<file path="config.mk">
export PLATFORM = sky130hd
export DESIGN_NAME = page_table_walker
export DESIGN_NICKNAME = d
export VERILOG_FILES = /design/src/sv/ptw_pkg.sv /design/src/sv/page_table_walker.sv
export SDC_FILE = /design/constraint.sdc
export NUM_CORES = 1
export LEC_CHECK = 0
export BUFFER_PORTS_ARGS = -buffer_cell sky130_fd_sc_hd__buf_2
export CAP_MARGIN = 40
export CORE_ASPECT_RATIO = 1.25
export CORE_MARGIN = 4
export CORE_UTILIZATION = 40
export CTS_BUF_LIST = sky130_fd_sc_hd__clkbuf_8
export DETAILED_ROUTE_END_ITERATION = 8
export SKIP_LAST_GASP = 1
export SYNTH_ARGS = -nofsm -noshare
export SYNTH_HDL_FRONTEND = slang
export SYNTH_SLANG_ARGS = --single-unit
export TNS_END_PERCENT = 10
</file>
<file path="constraint.sdc">
create_clock -name clock -period 12.2 [get_ports clock]
set_input_delay 0.61 -clock clock [delete_from_list [all_inputs] [get_ports clock]]
set_output_delay 0.61 -clock clock [all_outputs]
set_load 0.01 [all_outputs]
</file>
<file path="src/sv/ptw_pkg.sv">
// ============================================================================
// ptw_pkg
// Shared types, codes and helpers for the four-level page table walker.
// ============================================================================
package ptw_pkg;

   localparam int PA_W       = 52;
   localparam int VA_W       = 64;
   localparam int SAVED_VA_W = 48;
   localparam int LIMIT_W    = 53;
   localparam int OWNED_W    = 4;
   localparam int INDEX_BITS = 9;
   localparam int PAGE_BITS  = 12;

   localparam int REQ_DATA_W = 184;
   localparam int RSP_DATA_W = 120;
   localparam int CSR_ADDR_W = 4;
   localparam int CSR_DATA_W = 64;

   // input item kind (tuser)
   localparam logic OP_START    = 1'b0;
   localparam logic OP_RESPONSE = 1'b1;

   // result kind (tuser)
   localparam logic KIND_REQUEST = 1'b0;
   localparam logic KIND_DONE    = 1'b1;

   localparam logic [1:0] STATUS_MAPPED      = 2'd0;
   localparam logic [1:0] STATUS_NOT_PRESENT = 2'd1;
   localparam logic [1:0] STATUS_INVALID     = 2'd2;

   localparam logic [1:0] LEAF_4K   = 2'd0;
   localparam logic [1:0] LEAF_2M   = 2'd1;
   localparam logic [1:0] LEAF_1G   = 2'd2;
   localparam logic [1:0] LEAF_NONE = 2'd3;

   // walk level: 0..3 waiting for that level's entry, else idle
   localparam logic [2:0] LVL_TOP  = 3'd0;
   localparam logic [2:0] LVL_1G   = 3'd1;
   localparam logic [2:0] LVL_2M   = 3'd2;
   localparam logic [2:0] LVL_4K   = 3'd3;
   localparam logic [2:0] LVL_IDLE = 3'd4;

   // register select is paddr bit 3
   localparam logic CSR_SEL_LIMIT = 1'b0;
   localparam logic CSR_SEL_OWNED = 1'b1;

   localparam logic [LIMIT_W-1:0] LIMIT_RESET = 53'h0_0010_0000_0000;
   localparam logic [OWNED_W-1:0] OWNED_RESET = 4'd9;

   localparam int PS_BIT = 7;
   localparam int NX_BIT = 63;

   typedef struct packed {
      logic            kind;
      logic [PA_W-1:0] read_address;
      logic [1:0]      status;
      logic [PA_W-1:0] phys_addr;
      logic [4:0]      leaf_attr;
      logic [1:0]      leaf_level;
   } result_type;

   function automatic logic [INDEX_BITS-1:0] entry_index(
      input logic [SAVED_VA_W-1:0] va,
      input logic [1:0]            level
   );
      logic [INDEX_BITS-1:0] idx;
      case (level)
         2'd0:    idx = va[47:39];
         2'd1:    idx = va[38:30];
         2'd2:    idx = va[29:21];
         default: idx = va[20:12];
      endcase
      return idx;
   endfunction

   function automatic logic [PA_W-1:0] entry_address(
      input logic [PA_W-1:0]       base,
      input logic [SAVED_VA_W-1:0] va,
      input logic [1:0]            level
   );
      return base + {{(PA_W-INDEX_BITS-3){1'b0}}, entry_index(va, level), 3'b000};
   endfunction

   function automatic logic [4:0] basic_flags(input logic [63:0] e);
      return {1'b0, e[NX_BIT], e[2:0]};
   endfunction

endpackage

</file>
<file path="src/sv/page_table_walker.sv">
// ============================================================================
// page_table_walker
// Four-level x86-64 page table walk engine with stream in/out and APB regs.
// ============================================================================
// Each transaction on req (a start or a memory response) yields exactly one
// transaction on rsp: a read request for the next table entry or a finished
// walk. One transaction is taken per cycle while rsp is not stalled; each
// passes through the input register and the result register around a single
// pass of address masking, limit compares and one 52-bit add. The walk level
// and saved virtual address update as a transaction passes from the input
// register to the result register, so the next transaction sees them.
module page_table_walker (
   input  logic                              clock,
   input  logic                              reset,
   input  logic                              req_tvalid,
   output logic                              req_tready,
   // root_table[51:0], virt_addr[115:52], read_data[179:116], zero pad
   input  logic [ptw_pkg::REQ_DATA_W-1:0]    req_tdata,
   // op
   input  logic                              req_tuser,
   output logic                              rsp_tvalid,
   input  logic                              rsp_tready,
   // read_address[51:0], status[53:52], phys_addr[105:54],
   // leaf_attr[110:106], leaf_level[112:111], zero pad
   output logic [ptw_pkg::RSP_DATA_W-1:0]    rsp_tdata,
   // kind
   output logic                              rsp_tuser,
   input  logic                              csr_psel,
   input  logic                              csr_penable,
   input  logic                              csr_pwrite,
   input  logic [ptw_pkg::CSR_ADDR_W-1:0]    csr_paddr,
   input  logic [ptw_pkg::CSR_DATA_W-1:0]    csr_pwdata,
   output logic [ptw_pkg::CSR_DATA_W-1:0]    csr_prdata,
   output logic                              csr_pready
);

   logic [ptw_pkg::LIMIT_W-1:0]    limit_ff;
   logic [ptw_pkg::OWNED_W-1:0]    owned_ff;
   logic                           csr_wr;

   logic                           in_valid_ff, in_valid_in;
   logic                           in_op_ff;
   logic [ptw_pkg::PA_W-1:0]       in_root_ff;
   logic [ptw_pkg::VA_W-1:0]       in_va_ff;
   logic [63:0]                    in_data_ff;

   logic [2:0]                     level_ff, level_in;
   logic [ptw_pkg::SAVED_VA_W-1:0] saved_va_ff, saved_va_in;

   logic                           rsp_valid_ff, rsp_valid_in;
   ptw_pkg::result_type            rsp_ff, rsp_in;

   logic                           advance;
   logic                           take;

   // configuration
   assign csr_pready = 1'b1;
   assign csr_wr     = csr_psel & csr_penable & csr_pwrite & csr_pready;

   always_ff @(posedge clock) begin
      if (reset) begin
         limit_ff <= ptw_pkg::LIMIT_RESET;
         owned_ff <= ptw_pkg::OWNED_RESET;
      end else if (csr_wr) begin
         if (csr_paddr[3] == ptw_pkg::CSR_SEL_LIMIT) begin
            limit_ff <= csr_pwdata[ptw_pkg::LIMIT_W-1:0];
         end else begin
            owned_ff <= csr_pwdata[ptw_pkg::OWNED_W-1:0];
         end
      end
   end

   always_comb begin
      unique case (csr_paddr[3])
         ptw_pkg::CSR_SEL_LIMIT:
            csr_prdata = {{(ptw_pkg::CSR_DATA_W-ptw_pkg::LIMIT_W){1'b0}}, limit_ff};
         default:
            csr_prdata = {{(ptw_pkg::CSR_DATA_W-ptw_pkg::OWNED_W){1'b0}}, owned_ff};
      endcase
   end

   // handshake
   assign advance     = in_valid_ff & (~rsp_valid_ff | rsp_tready);
   assign req_tready  = ~in_valid_ff | advance;
   assign take        = req_tvalid & req_tready;
   assign in_valid_in = take | (in_valid_ff & ~advance);
   assign rsp_valid_in = advance | (rsp_valid_ff & ~rsp_tready);

   always_ff @(posedge clock) begin
      if (reset) begin
         in_valid_ff <= 1'b0;
      end else begin
         in_valid_ff <= in_valid_in;
      end
   end

   always_ff @(posedge clock) begin
      if (take) begin
         in_op_ff   <= req_tuser;
         in_root_ff <= req_tdata[51:0];
         in_va_ff   <= req_tdata[115:52];
         in_data_ff <= req_tdata[179:116];
      end
   end

   // walk step
   always_comb begin
      logic [ptw_pkg::PA_W-1:0] next_tbl;
      logic                     root_bad;
      logic                     va_bad;
      logic [1:0]               lvl2;
      logic                     own;

      next_tbl = {in_data_ff[51:12], 12'h000};
      root_bad = (in_root_ff == '0) || (in_root_ff[11:0] != 12'h000) ||
                 ({1'b0, in_root_ff} >= limit_ff);
      va_bad   = (in_va_ff[63:47] != '0) && (in_va_ff[63:47] != '1);
      lvl2     = level_ff[1:0];
      own      = in_data_ff[{2'b00, owned_ff}];

      level_in    = level_ff;
      saved_va_in = saved_va_ff;

      rsp_in.kind         = ptw_pkg::KIND_DONE;
      rsp_in.read_address = '0;
      rsp_in.status       = ptw_pkg::STATUS_INVALID;
      rsp_in.phys_addr    = '0;
      rsp_in.leaf_attr    = '0;
      rsp_in.leaf_level   = ptw_pkg::LEAF_NONE;

      if (in_op_ff == ptw_pkg::OP_START) begin
         level_in = ptw_pkg::LVL_IDLE;
         if (!root_bad && !va_bad) begin
            saved_va_in         = in_va_ff[47:0];
            level_in            = ptw_pkg::LVL_TOP;
            rsp_in.kind         = ptw_pkg::KIND_REQUEST;
            rsp_in.status       = ptw_pkg::STATUS_MAPPED;
            rsp_in.read_address = ptw_pkg::entry_address(in_root_ff, in_va_ff[47:0], 2'd0);
         end
      end else if (level_ff[2]) begin
         level_in = ptw_pkg::LVL_IDLE;
      end else if (!in_data_ff[0]) begin
         level_in      = ptw_pkg::LVL_IDLE;
         rsp_in.status = ptw_pkg::STATUS_NOT_PRESENT;
      end else if (level_ff == ptw_pkg::LVL_1G && in_data_ff[ptw_pkg::PS_BIT]) begin
         level_in          = ptw_pkg::LVL_IDLE;
         rsp_in.status     = ptw_pkg::STATUS_MAPPED;
         rsp_in.phys_addr  = next_tbl + {22'h0, saved_va_ff[29:0]};
         rsp_in.leaf_attr  = ptw_pkg::basic_flags(in_data_ff);
         rsp_in.leaf_level = ptw_pkg::LEAF_1G;
      end else if (level_ff == ptw_pkg::LVL_2M && in_data_ff[ptw_pkg::PS_BIT]) begin
         level_in          = ptw_pkg::LVL_IDLE;
         rsp_in.status     = ptw_pkg::STATUS_MAPPED;
         rsp_in.phys_addr  = next_tbl + {31'h0, saved_va_ff[20:0]};
         rsp_in.leaf_attr  = ptw_pkg::basic_flags(in_data_ff);
         rsp_in.leaf_level = ptw_pkg::LEAF_2M;
      end else if (level_ff == ptw_pkg::LVL_4K) begin
         level_in          = ptw_pkg::LVL_IDLE;
         rsp_in.status     = ptw_pkg::STATUS_MAPPED;
         rsp_in.phys_addr  = {in_data_ff[51:12], saved_va_ff[11:0]};
         rsp_in.leaf_attr  = ptw_pkg::basic_flags(in_data_ff) | {own, 4'b0000};
         rsp_in.leaf_level = ptw_pkg::LEAF_4K;
      end else if ((next_tbl == '0) || ({1'b0, next_tbl} >= limit_ff)) begin
         level_in = ptw_pkg::LVL_IDLE;
      end else begin
         level_in            = level_ff + 3'd1;
         rsp_in.kind         = ptw_pkg::KIND_REQUEST;
         rsp_in.status       = ptw_pkg::STATUS_MAPPED;
         rsp_in.read_address = ptw_pkg::entry_address(next_tbl, saved_va_ff, lvl2 + 2'd1);
      end
   end

   always_ff @(posedge clock) begin
      if (reset) begin
         level_ff     <= ptw_pkg::LVL_IDLE;
         saved_va_ff  <= '0;
         rsp_valid_ff <= 1'b0;
      end else begin
         rsp_valid_ff <= rsp_valid_in;
         if (advance) begin
            level_ff    <= level_in;
            saved_va_ff <= saved_va_in;
         end
      end
   end

   always_ff @(posedge clock) begin
      if (advance) begin
         rsp_ff <= rsp_in;
      end
   end

   assign rsp_tvalid = rsp_valid_ff;
   assign rsp_tuser  = rsp_ff.kind;
   assign rsp_tdata  = {7'b0, rsp_ff.leaf_level, rsp_ff.leaf_attr, rsp_ff.phys_addr,
                        rsp_ff.status, rsp_ff.read_address};

`ifndef SYNTHESIS
   a_level_range: assert property (@(posedge clock) disable iff (reset)
      level_ff <= ptw_pkg::LVL_IDLE)
      else $error("walk level out of range");

   a_done_idle: assert property (@(posedge clock) disable iff (reset)
      rsp_valid_ff && rsp_ff.kind == ptw_pkg::KIND_DONE |-> level_ff == ptw_pkg::LVL_IDLE)
      else $error("finished transaction while walk still active");

   a_request_busy: assert property (@(posedge clock) disable iff (reset)
      rsp_valid_ff && rsp_ff.kind == ptw_pkg::KIND_REQUEST |->
         level_ff != ptw_pkg::LVL_IDLE)
      else $error("read request issued with walk idle");

   a_unmapped_clean: assert property (@(posedge clock) disable iff (reset)
      rsp_valid_ff && !(rsp_ff.kind == ptw_pkg::KIND_DONE &&
                        rsp_ff.status == ptw_pkg::STATUS_MAPPED) |->
         rsp_ff.phys_addr == '0 && rsp_ff.leaf_level == ptw_pkg::LEAF_NONE)
      else $error("leaf fields set on non-mapped result");
`endif

endmodule
</file>
==> results of run 1 <==
==> metrics by stage <==
step / hold WS (ps) / setup WS (ps) / instance area (um^2) / instances
after floorplan: 436 / 6760 / 20200 / 1922
after detailed placement: 446 / 8430 / 22800 / 2887
final: 139 / 8460 / 24100 / 3009
after global placement: 441 / 8500 / 22700 / 2882
after CTS: 80.8 / 8410 / 24000 / 3006
after global routing: 104 / 8230 / 24100 / 3009
==> cell type report <==
cell class                 instances  share of cell area [%]
antenna                            3                  0.0312
clock buffer                      77                    4.41
clock inverter                    42                   0.952
inverter                          78                    1.22
multi-input combinational       1347                    36.3
sequential                       394                    44.6
tap                              651                    3.39
timing repair buffer             417                    9.14
==> cells by family after synthesis <==
logic type               count (synthesis)
other                                    2
flip-flops                             394
AND/OR/NAND/NOR                        675
XOR/XNOR                                64
AO/OA/AOI/OAI                          387
adder cells (fa/ha/maj)                128
buffers and inverters                  181
multiplexers                            71
==> sequential cells by signal, summed over array words and instances (netlist names) <==
register	count
in_data_ff	53
in_op_ff	1
in_root_ff	52
in_va_ff	64
in_valid_ff	1
level_ff	3
limit_ff	53
owned_ff	4
rsp_tdata	113
rsp_tuser	1
rsp_tvalid	1
saved_va_ff	48
==> report_power, final <==
part	leakage [nW]	switching (W)	internal, W
Sequential	3.64	0.0000595	0.00149
Clock	0.739	0.000548	0.000601
Combinational	5.27	0.000137	0.0000956
Total	9.65	0.000744	0.00219
==> how the worst max path moves through the flow <==
stage / startpoint / endpoint / slack (ps)
after global routing: in_data_ff[32]$_DFFE_PP_ / rsp_tdata[10]$_DFFE_PP_ / 8230
after detailed placement: in_data_ff[13]$_DFFE_PP_ / rsp_tdata[103]$_SDFFCE_PP0P_ / 8430
after CTS: in_data_ff[13]$_DFFE_PP_ / rsp_tdata[103]$_SDFFCE_PP0P_ / 8410
final: in_data_ff[13]$_DFFE_PP_ / rsp_tdata[103]$_SDFFCE_PP0P_ / 8460
after floorplan: rsp_tready / level_ff[2]$_SDFFE_PP1P_ / 6760
after global placement: in_data_ff[12]$_DFFE_PP_ / rsp_tdata[38]$_DFFE_PP_ / 8500
==> placed cells by master (no fill, tap or decap), types with 5 or more instances in the layout <==
| cell | count |
|---|---|
| and3_1 | 27 |
| nor3_1 | 21 |
| buf_4 | 14 |
| edfxtp_1 | 284 |
| nand4_1 | 37 |
| a21oi_1 | 127 |
| a211oi_1 | 23 |
| o21bai_1 | 5 |
| nor2b_1 | 22 |
| ha_1 | 126 |
| a22o_1 | 5 |
| clkinv_2 | 8 |
| nand3_1 | 62 |
| conb_1 | 22 |
| o22ai_1 | 8 |
| nand2_1 | 254 |
| buf_2 | 398 |
| a21o_1 | 24 |
| or3_1 | 5 |
| o211ai_1 | 11 |
| nor4_1 | 37 |
| o21ai_0 | 103 |
| or2_2 | 5 |
| inv_1 | 100 |
| mux2i_1 | 65 |
| o21a_1 | 8 |
| a222oi_1 | 9 |
| a31oi_1 | 5 |
| xor2_1 | 34 |
| xnor2_1 | 30 |
| dfxtp_1 | 110 |
| and4_1 | 16 |
| nor2_1 | 151 |
| clkbuf_8 | 77 |
| nand2b_1 | 11 |
==> layer usage <==
metal / share of wire (%) / GRT usage, % / vias up
li1: - / - / 7762
met1: 40 / 30.4 / 7906
met2: 50 / 42.5 / 757
met3: 6.9 / 4.52 / 150
met4: 3.7 / 9.79 / 0
met5: 0 / 0 / -
==> worst max-delay path, cell delays in order, from the launching register on <==
cell	delay, ps
edfxtp_1	560
ha_1	380
a211oi_1	370
nor4_1	130
nor3_2	390
o21ai_2	180
a41oi_2	650
nor2_4	140
mux2i_1	160
a211oi_1	510
==> results.txt, run 1 <==
----------------------------------------------------
[Pwr]
  Power per cell area ... 122 nW/um^2
  Lkg Pwr ... 9.65 nW
  Maximum vdd ir drop ... 0.0998 mV
  Sum of internal, switching and leakage power ... 0.00293 W

[Layout]
  Area delta synth->final ... 19.5%
  Multi-input gate area in the final layout ... 8720 um^2
  Share of cells above drive strength 1 ... 23.1%
  Fill cell count ... 4669
  Final core utilization ... 48.6%
  Sequential cell area ... 10700 um^2
  NumNets Final ... 2692

[Route]
  First DRT Iteration DRCs ... 1296
  First-pass DRT Iterations ... 8
  Number of vias in the routed layout ... 16575
  Residual DRC count ... 0
  Avg Vias per Cell ... 5.51
  DRT Wirelength ... 68600 um
  Post-route antenna net violation count ... 0
  Average wire length per cell after detail routing ... 22.8 um

[Synth]
  Async set or reset register ratio after synthesis ... 0%
  Number of cells produced by synthesis ... 1902
  Most frequent cells after synthesis ... edfxtp_1, nand2_1, nor2_1, a21oi_1, ha_1
  Sequential-to-total area share from yosys stat ... 53.3%
  Mux share of post-synthesis cell area ... 3.79%
  Number of warning messages in the yosys log ... 0
  Average instance area after synthesis ... 10.6 um^2
  Post-synth top area share ... 42.4%
  Fraction of the mapped netlist area in adder cells ... 8.03%
  Number of distinct library cells after synthesis ... 80
  Cell area after technology mapping ... 20100 um^2
  Flop and latch count out of synthesis ... 394
  Post-synthesis cell type with the largest combined area ... edfxtp_1
  Most common flop cell mapped by yosys ... edfxtp_1
  EDFF count, synth ... 284
  Leading post-synthesis cells by cell area ... edfxtp_1, dfxtp_1, ha_1
  Main combinational cell family by area after synthesis ... simple AND/OR/NAND/NOR gates
  Compound-gate portion of the synthesized area ... 12.3%
  Simple-Gate Fraction of Synth Area ... 15.9%
  Most common cell in the synthesized netlist ... edfxtp_1
  Xor/xnor cell area share of the yosys netlist ... 2.78%

[Critical path]
  Reg-to-reg startpoint ... in_data_ff[13]$_DFFE_PP_
  Crit path required time ... 12570 ps
  Type of origin of the critical path ... flip-flop
  FF-to-FF setup slack ... 8460 ps
  Critical path class ... reg2reg
  Arrival @ worst endpoint ... 4110 ps
  Worst setup EP type ... flip-flop
  R2R Path End ... rsp_tdata[103]$_SDFFCE_PP0P_
  Register-to-Register Path Depth ... 9
  Maximum fanout encountered on the critical timing path ... 11

[Clocking]
  Total number of H-tree levels ... 3
  Clk Latency, worst-skew pair ... 650 ps
  Number of buffers created by CTS ... 66
  Hold buffer count at CTS ... 0
  Maximum clock path buffer count ... 3
  Setup Fix Bufs, Post-CTS ... 0
  Clock transition at the register clock pins on the worst setup and hold paths after CTS ... 70 ps
  CTS tree ... yes
  Post_cts resized ... 0
  Number of sinks handled by clock tree synthesis ... 394
  Clock Root Buffer ... clkbuf_8

[GRT]
  Pin count of the biggest net entering global routing ... 73
  Grt ovf ... 0
  Global-route usage over all layers ... 24.5%
  Global-route wire length before repair ... 101000 um
  Number of global-route vias before repair ... 16414
  Antenna violations before repair ... 3

[STA]
  Pin slew with the least headroom to its limit ... 910 ps
  Fin crit share ... 30.7%
  Setup_tns ... 0 ps
  Fin Clk Skew ... 30.3 ps
  Endpoints failing setup ... 0
  Unrepaired setup endpoints after global routing ... no
  Maximum clock frequency ... 0.267 GHz
  Worst-case headroom to the max-slew limit ... 39.3%
  Post-layout min period ... 3740 ps
  Number of hold violations in the final report ... 0
  Total count of max-transition violations in the final report ... 0

[Floorplan]
  Area of the placeable core ... 49500 um^2
  Height of the die ... 259 um
  Starting Density ... 40.6%
  Standard-cell rows ... 91
  Overall die area ... 54000 um^2
  Number of ports placed on the die boundary ... 448
  Die Width ... 209 um

[Min path]
  Min-Delay Startpoint ... req_tdata[22]
  WHS Path Cells ... 1
  Endpoint with the worst hold slack ... in_root_ff[22]$_DFFE_PP_
  Type of the worst min-delay path ... in2reg

[Placement]
  Port Buffer Count ... 399
  Post-DP HPWL ... 51700 um
  Routability Congestion ... 0.909

[Run status]
  Outcome ... completed

[Flow run]
  # Max-Cap Violations ... 0

----------------------------------------------------
(Power assumes the default switching activity.)
==> run 2, diff against run 1 <==
clock period = 3.87 ns   (was 12.2 ns; I/O delays follow)
==> run 2 against run 1 <==
Effect of this change: sequential cell count unchanged; fmax rose by 11%; combinational power rose to 4.3 times the previous value; setup slack worse by 8000 ps; critical path depth did not move; worst hold slack got worse by 54 ps; final cell count up 8.8%; global-route usage grew 1.5 points; via count increased by 7.8%; count of clock-buffer cells in the layout grew 4; clock power grew to 3.5 times the previous value; critical path type unchanged; critical endpoint is now rsp_tdata[91]$_SDFFCE_PP0P_.
==> results.txt, run 2 (synthesis gave the netlist of run 1 again) <==
----------------------------------------------------
[Critical path]
  Crit path required time ... 4300 ps (was 12570 ps)
  Max stage delay cell, worst path ... edfxtp_1 (was a41oi_2)
  Maximum fanout encountered on the critical timing path ... 11 (unchanged)
  Ordered cell list for the critical path ... ha_1 -> nand3_2 -> nor4_1 -> nor3_2 -> o21ai_2 -> a41oi_2 -> nor2_4 -> a211oi_1 -> nor3_1 (was ha_1 -> a211oi_1 -> nor4_1 -> nor3_2 -> o21ai_2 -> a41oi_2 -> nor2_4 -> mux2i_1 -> a211oi_1)
  Arrival @ worst endpoint ... 3810 ps (was 4110 ps)
  FF-to-FF setup slack ... 490 ps (was 8460 ps)
  Worst stage delay on the critical path ... 490 ps (was 650 ps)
  Critical path class ... reg2reg (unchanged)
  Type of origin of the critical path ... flip-flop (unchanged)
  Worst setup EP type ... flip-flop (unchanged)

[GRT]
  Global Route met1 Usage ... 32.3% (was 30.4%)
  Antenna violations before repair ... 2 (was 3)
  Global-route usage over all layers ... 26.0% (was 24.5%)
  Pin count of the biggest net entering global routing ... 121 (was 73)
  Met2 Resource Use GR ... 46.2% (was 42.5%)
  Global-route wire length before repair ... 108000 um (was 101000 um)
  Number of global-route vias before repair ... 17860 (was 16414)
  Met3 usage in global routing ... 3.39% (was 4.52%)
  Most heavily used metal layer in global routing ... met2 (unchanged)
  Grt ovf ... 0 (unchanged)

[Layout]
  Sequential cell area ... 10700 um^2 (unchanged)
  Commonest cells after routing, fill and taps aside ... buf_2, edfxtp_1, nand2_1 (unchanged)
  Share of cells above drive strength 1 ... 22.3% (was 23.1%)
  Multi-input gate area in the final layout ... 8720 um^2 (unchanged)
  NumNets Final ... 2956 (was 2692)
  Area delta synth->final ... 33.0% (was 19.5%)
  Leading cell type in the layout, fill and taps excluded ... buf_2 (unchanged)
  Largest register FFs ... 113 (unchanged)
  Fill cell count ... 4322 (was 4669)
  Count of non-filler cells in the finished layout ... 3275 (was 3009)

[Route]
  First DRT Iteration DRCs ... 1367 (was 1296)
  Residual DRC count ... 0 (unchanged)
  First-pass DRT Iterations ... 9 (was 8)
  Avg Vias per Cell ... 5.46 (was 5.51)
  Average wire length per cell after detail routing ... 22.3 um (was 22.8 um)
  Number of vias in the routed layout ... 17872 (was 16575)
  Post-route antenna net violation count ... 0 (unchanged)
  DRT Wirelength ... 73100 um (was 68600 um)

[Pwr]
  Lkg Pwr ... 10.8 nW (was 9.65 nW)
  Maximum vdd ir drop ... 0.255 mV (was 0.0998 mV)
  Power per cell area ... 370 nW/um^2 (was 122 nW/um^2)

[STA]
  Endpoints failing setup ... 0 (unchanged)
  Maximum clock frequency ... 0.295 GHz (was 0.267 GHz)
  Unrepaired setup endpoints after global routing ... no (unchanged)
  Setup_tns ... 0 ps (unchanged)
  Pin slew with the least headroom to its limit ... 894 ps (was 910 ps)
  Total count of max-transition violations in the final report ... 0 (unchanged)
  Fin Clk Skew ... 32.8 ps (was 30.3 ps)
  Post-layout min period ... 3380 ps (was 3740 ps)
  Worst-case headroom to the max-slew limit ... 40.1% (was 39.3%)
  Number of hold violations in the final report ... 0 (unchanged)
  Min Hold Slack ... 85.3 ps (was 139 ps)
  Fin crit share ... 87.4% (was 30.7%)

[Clocking]
  Clk Latency, worst-skew pair ... 650 ps (about the same)
  Total number of H-tree levels ... 3 (unchanged)
  Clock transition at the register clock pins on the worst setup and hold paths after CTS ... 60 ps (was 70 ps)
  CTS tree ... yes (unchanged)
  Clock Root Buffer ... clkbuf_8 (unchanged)
  Maximum clock path buffer count ... 3 (unchanged)
  Number of sinks handled by clock tree synthesis ... 394 (unchanged)
  Number of buffers created by CTS ... 67 (was 66)

[Floorplan]
  Number of ports placed on the die boundary ... 448 (unchanged)
  Die Width ... 209 um (unchanged)
  Starting Density ... 40.6% (unchanged)
  Area of the placeable core ... 49500 um^2 (unchanged)
  Height of the die ... 259 um (unchanged)
  Overall die area ... 54000 um^2 (unchanged)
  Standard-cell rows ... 91 (unchanged)

[Min path]
  Type of the worst min-delay path ... in2reg (unchanged)

[Run status]
  Outcome ... completed (unchanged)

[Placement]
  Post-DP HPWL ... 53000 um (was 51700 um)
  Placed Cells incl. Taps ... 2924 (was 2887)
  Routability Congestion ... 0.890 (was 0.909)
  Port Buffer Count ... 399 (unchanged)

[Flow run]
  # Max-Cap Violations ... 0 (unchanged)

----------------------------------------------------
## run 2: worst paths after layout
check	cells after the start	end	start
worst max-delay path	9	rsp_tdata[91]$_SDFFCE_PP0P_	in_data_ff[19]$_DFFE_PP_
worst min-delay path	2	saved_va_ff[8]$_SDFFE_PP0P_	reset
worst max register to register	9	rsp_tdata[91]$_SDFFCE_PP0P_	in_data_ff[19]$_DFFE_PP_
worst min register to register	2	limit_ff[40]$_SDFFE_PP0P_	limit_ff[40]$_SDFFE_PP0P_
## run 2: power by group
| group | switching [W] | internal, W |
|---|---|---|
| sequential | 0.000143 | 0.00470 |
| clock | 0.00181 | 0.00225 |
| combinational | 0.000533 | 0.000476 |
| total | 0.00248 | 0.00743 |
## run 2: final cells by class
type	count	area share [%]
Sequential cell	394	40.1
Clock buffer	81	4.16
Clock inverter	42	1.22
Tap cell	651	3.04
Timing Repair Buffer	680	17.8
Inverter	78	1.09
Antenna cell	2	0.0187
Multi-Input combinational cell	1347	32.6
## run 2: layer usage
metal / part of all wire [%] / vias up
li1: - / 8291
met1: 40 / 8630
met2: 50 / 779
met3: 6.2 / 172
met4: 3.8 / 0
met5: 0 / -
## run 2: repair_timing
item,4_1_cts,5_1_grt
setup endpoints to repair,0,0
hold endpoints to repair,229,0
hold buffers,226,0
buffers inserted,0,0
resized for setup,0,0
## run 2: metrics by stage
stage / setup slack, ps / util (%) / instance area (um^2) / power (W)
4_1_cts: 529 / 54.0 / 26800 / 0.00999
3_3_place_gp: 573 / 46.5 / 23000 / 0.00572
5_1_grt: 210 / 54.0 / 26800 / 0.0103
3_5_place_dp: 527 / 46.6 / 23100 / 0.00574
6_report: 486 / 54.0 / 26800 / 0.00991
2_1_floorplan: 590 / - / 20200 / 0.00533
## run 2: worst max-delay path, delay by kind of cell (launching register included)
| family | cells | cell delay (ps) |
|---|---|---|
| adder cells (fa/ha/maj) | 1 | 430 |
| AO/OA/AOI/OAI | 3 | 830 |
| flip-flops | 1 | 490 |
| AND/OR/NAND/NOR | 5 | 1420 |
==> run 3, diff against run 2 <==
CORE_UTILIZATION = 57   (was 40)
PLACE_DENSITY = 0.83   (was default)
SLEW_MARGIN = 20   (was default)
==> run 3 against run 2 <==
Effect of this change: register-to-register slack got worse by 50 ps; core utilization rose by 22 points; largest cell class unchanged; critical endpoint is now rsp_tdata[104]$_SDFFCE_PP0P_; combinational power barely moved; sequential cell count did not move; die area fell by 29%.
==> results.txt, run 3 (synthesis gave the netlist of run 1 again) <==
----------------------------------------------------
[Critical path]
  Worst Path Buf+Inv ... 1 (was 0)
  Maximum fanout encountered on the critical timing path ... 7 (was 11)
  Arrival @ worst endpoint ... 3820 ps (was 3810 ps)
  Ordered cell list for the critical path ... inv_1 -> fa_1 -> nor2b_1 -> o31ai_4 -> a211oi_4 -> o21ai_2 -> nand2b_1 -> or4_1 -> o41ai_2 -> mux2i_1 (was ha_1 -> nand3_2 -> nor4_1 -> nor3_2 -> o21ai_2 -> a41oi_2 -> nor2_4 -> a211oi_1 -> nor3_1)
  Worst stage delay on the critical path ... 550 ps (was 490 ps)
  Type of origin of the critical path ... flip-flop (unchanged)
  Critical path class ... reg2reg (unchanged)
  Max stage delay cell, worst path ... or4_1 (was edfxtp_1)
  Worst setup EP type ... flip-flop (unchanged)
  CP top delay family ... simple AND/OR/NAND/NOR gates (unchanged)
  Crit path required time ... 4250 ps (was 4300 ps)

[Placement]
  Post-place instance area ... 22800 um^2 (was 23100 um^2)
  Port Buffer Count ... 399 (unchanged)
  Routability Congestion ... 0.971 (was 0.890)
  Post-DP HPWL ... 48000 um (was 53000 um)

[Layout]
  Share of cells above drive strength 1 ... 21.7% (was 22.3%)
  Leading cell type in the layout, fill and taps excluded ... buf_2 (unchanged)
  Finished layout cell area ... 26200 um^2 (was 26800 um^2)
  Area delta synth->final ... 30.3% (was 33.0%)
  Commonest cells after routing, fill and taps aside ... buf_2, edfxtp_1, nand2_1 (unchanged)
  Largest register FFs ... 113 (unchanged)
  Final core utilization ... 75.6% (was 54.0%)
  NumNets Final ... 2946 (was 2956)

[Floorplan]
  Area of the placeable core ... 34700 um^2 (was 49500 um^2)
  Overall die area ... 38400 um^2 (was 54000 um^2)
  Die Width ... 176 um (was 209 um)
  Number of ports placed on the die boundary ... 448 (unchanged)
  Height of the die ... 218 um (was 259 um)
  Standard-cell rows ... 76 (was 91)
  Starting Density ... 58.0% (was 40.6%)

[Run status]
  Outcome ... completed (unchanged)

[GRT]
  Pin count of the biggest net entering global routing ... 121 (unchanged)
  Global-route usage over all layers ... 36.4% (was 26.0%)
  Grt ovf ... 0 (unchanged)
  Antenna violations before repair ... 7 (was 2)
  Number of global-route vias before repair ... 19109 (was 17860)
  Global-route wire length before repair ... 108000 um (about the same)

[STA]
  Maximum clock frequency ... 0.291 GHz (was 0.295 GHz)
  Fin crit share ... 88.8% (was 87.4%)
  Post-layout min period ... 3440 ps (was 3380 ps)
  Number of hold violations in the final report ... 0 (unchanged)
  Worst-case headroom to the max-slew limit ... 46.6% (was 40.1%)
  Total count of max-transition violations in the final report ... 0 (unchanged)
  Fin Clk Skew ... 31.8 ps (was 32.8 ps)
  Unrepaired setup endpoints after global routing ... no (unchanged)
  Setup_tns ... 0 ps (unchanged)
  Pin slew with the least headroom to its limit ... 797 ps (was 894 ps)
  Endpoints failing setup ... 0 (unchanged)

[Clocking]
  Maximum clock path buffer count ... 3 (unchanged)
  Clk Latency, worst-skew pair ... 650 ps (about the same)
  CTS tree ... yes (unchanged)
  Clock Root Buffer ... clkbuf_8 (unchanged)
  Total number of H-tree levels ... 2 (was 3)
  Setup Fix Bufs, Post-CTS ... 0 (unchanged)
  Number of sinks handled by clock tree synthesis ... 394 (unchanged)
  Clock transition at the register clock pins on the worst setup and hold paths after CTS ... 70 ps (was 60 ps)
  Number of buffers created by CTS ... 61 (was 67)

[Route]
  First DRT Iteration DRCs ... 2059 (was 1367)
  Post-route antenna net violation count ... 0 (unchanged)
  Residual DRC count ... 0 (unchanged)
  First-pass DRT Iterations ... 7 (was 9)
  Average wire length per cell after detail routing ... 23.5 um (was 22.3 um)
  DRT Wirelength ... 72500 um (was 73100 um)
  Number of vias in the routed layout ... 18913 (was 17872)
  Avg Vias per Cell ... 6.13 (was 5.46)

[Min path]
  Type of the worst min-delay path ... in2reg (unchanged)

[Flow run]
  # Max-Cap Violations ... 0 (unchanged)

[Pwr]
  Maximum vdd ir drop ... 0.357 mV (was 0.255 mV)
  Lkg Pwr ... 10.7 nW (was 10.8 nW)
  Power per cell area ... 352 nW/um^2 (was 370 nW/um^2)

----------------------------------------------------
==> run 3: cell types whose count changed in the layout (fill, tap and decap cells not counted), moves of 2 or more <==
cell / previous run / this run
buf_4: 49 / 43
bufinv_16: 5 / 1
clkbuf_8: 81 / 64
clkinv_1: 10 / 8
clkinv_2: 6 / 16
diode_2: 2 / 5
inv_1: 93 / 101
==> run 3: final timing paths <==
| kind | from | endpoint | cells past startpoint | slack (ps) |
|---|---|---|---|---|
| min | csr_penable | limit_ff[13]$_SDFFE_PP0P_ | 5 | 80 |
| max | in_data_ff[13]$_DFFE_PP_ | rsp_tdata[104]$_SDFFCE_PP0P_ | 10 | 430 |
| max reg2reg | in_data_ff[13]$_DFFE_PP_ | rsp_tdata[104]$_SDFFCE_PP0P_ | 10 | 430 |
| min reg2reg | limit_ff[35]$_SDFFE_PP0P_ | limit_ff[35]$_SDFFE_PP0P_ | 2 | 460 |
==> run 3: worst min-delay path, stage by stage <==
cell and delay [ps]:
buf_2 120, nand3_1 130, nor2_4 80, nand2_1 70, a21oi_1 60
==> run 3: power breakdown <==
group	internal [W]	switching [W]
Clock	0.00161	0.00176
Combinational	0.000477	0.000537
Sequential	0.00470	0.000151
==> run 3: per-layer routing <==
layer  global-route usage (%)  vias up  routed length, um
met5                        0        -                  0
met4                     23.8        0               5530
met3                     6.71      354               6930
met2                     62.2     1417              35400
met1                     41.9     8868              24600
li1                         -     8274                  -
==> run 3: area by class of cell <==
type	instances	area (um^2)
Antenna cell	5	12.5
Clock buffer	64	881
Clock inverter	52	262
Fill cell	2171	8480
Inverter	78	293
Multi-Input combinational cell	1347	8720
Sequential cell	394	10700
Tap cell	468	586
Timing Repair Buffer	676	4740
==> run 3: what timing repair did <==
action | CTS | global route
gates resized for setup | 0 | 0
hold endpoints to repair | 245 | 0
hold buffers | 227 | 0
==> run 3: metrics by stage <==
stage / setup slack, ps / std cells / power (W) / hold slack [ps]
after floorplan: 590 / 1922 / 0.00533 / 292
after global placement: 531 / 2731 / 0.00567 / 370
after detailed placement: 483 / 2734 / 0.00571 / 372
after CTS: 474 / 3077 / 0.00913 / 74.1
after global routing: 265 / 3084 / 0.00952 / 91.0
final: 432 / 3084 / 0.00923 / 80.7
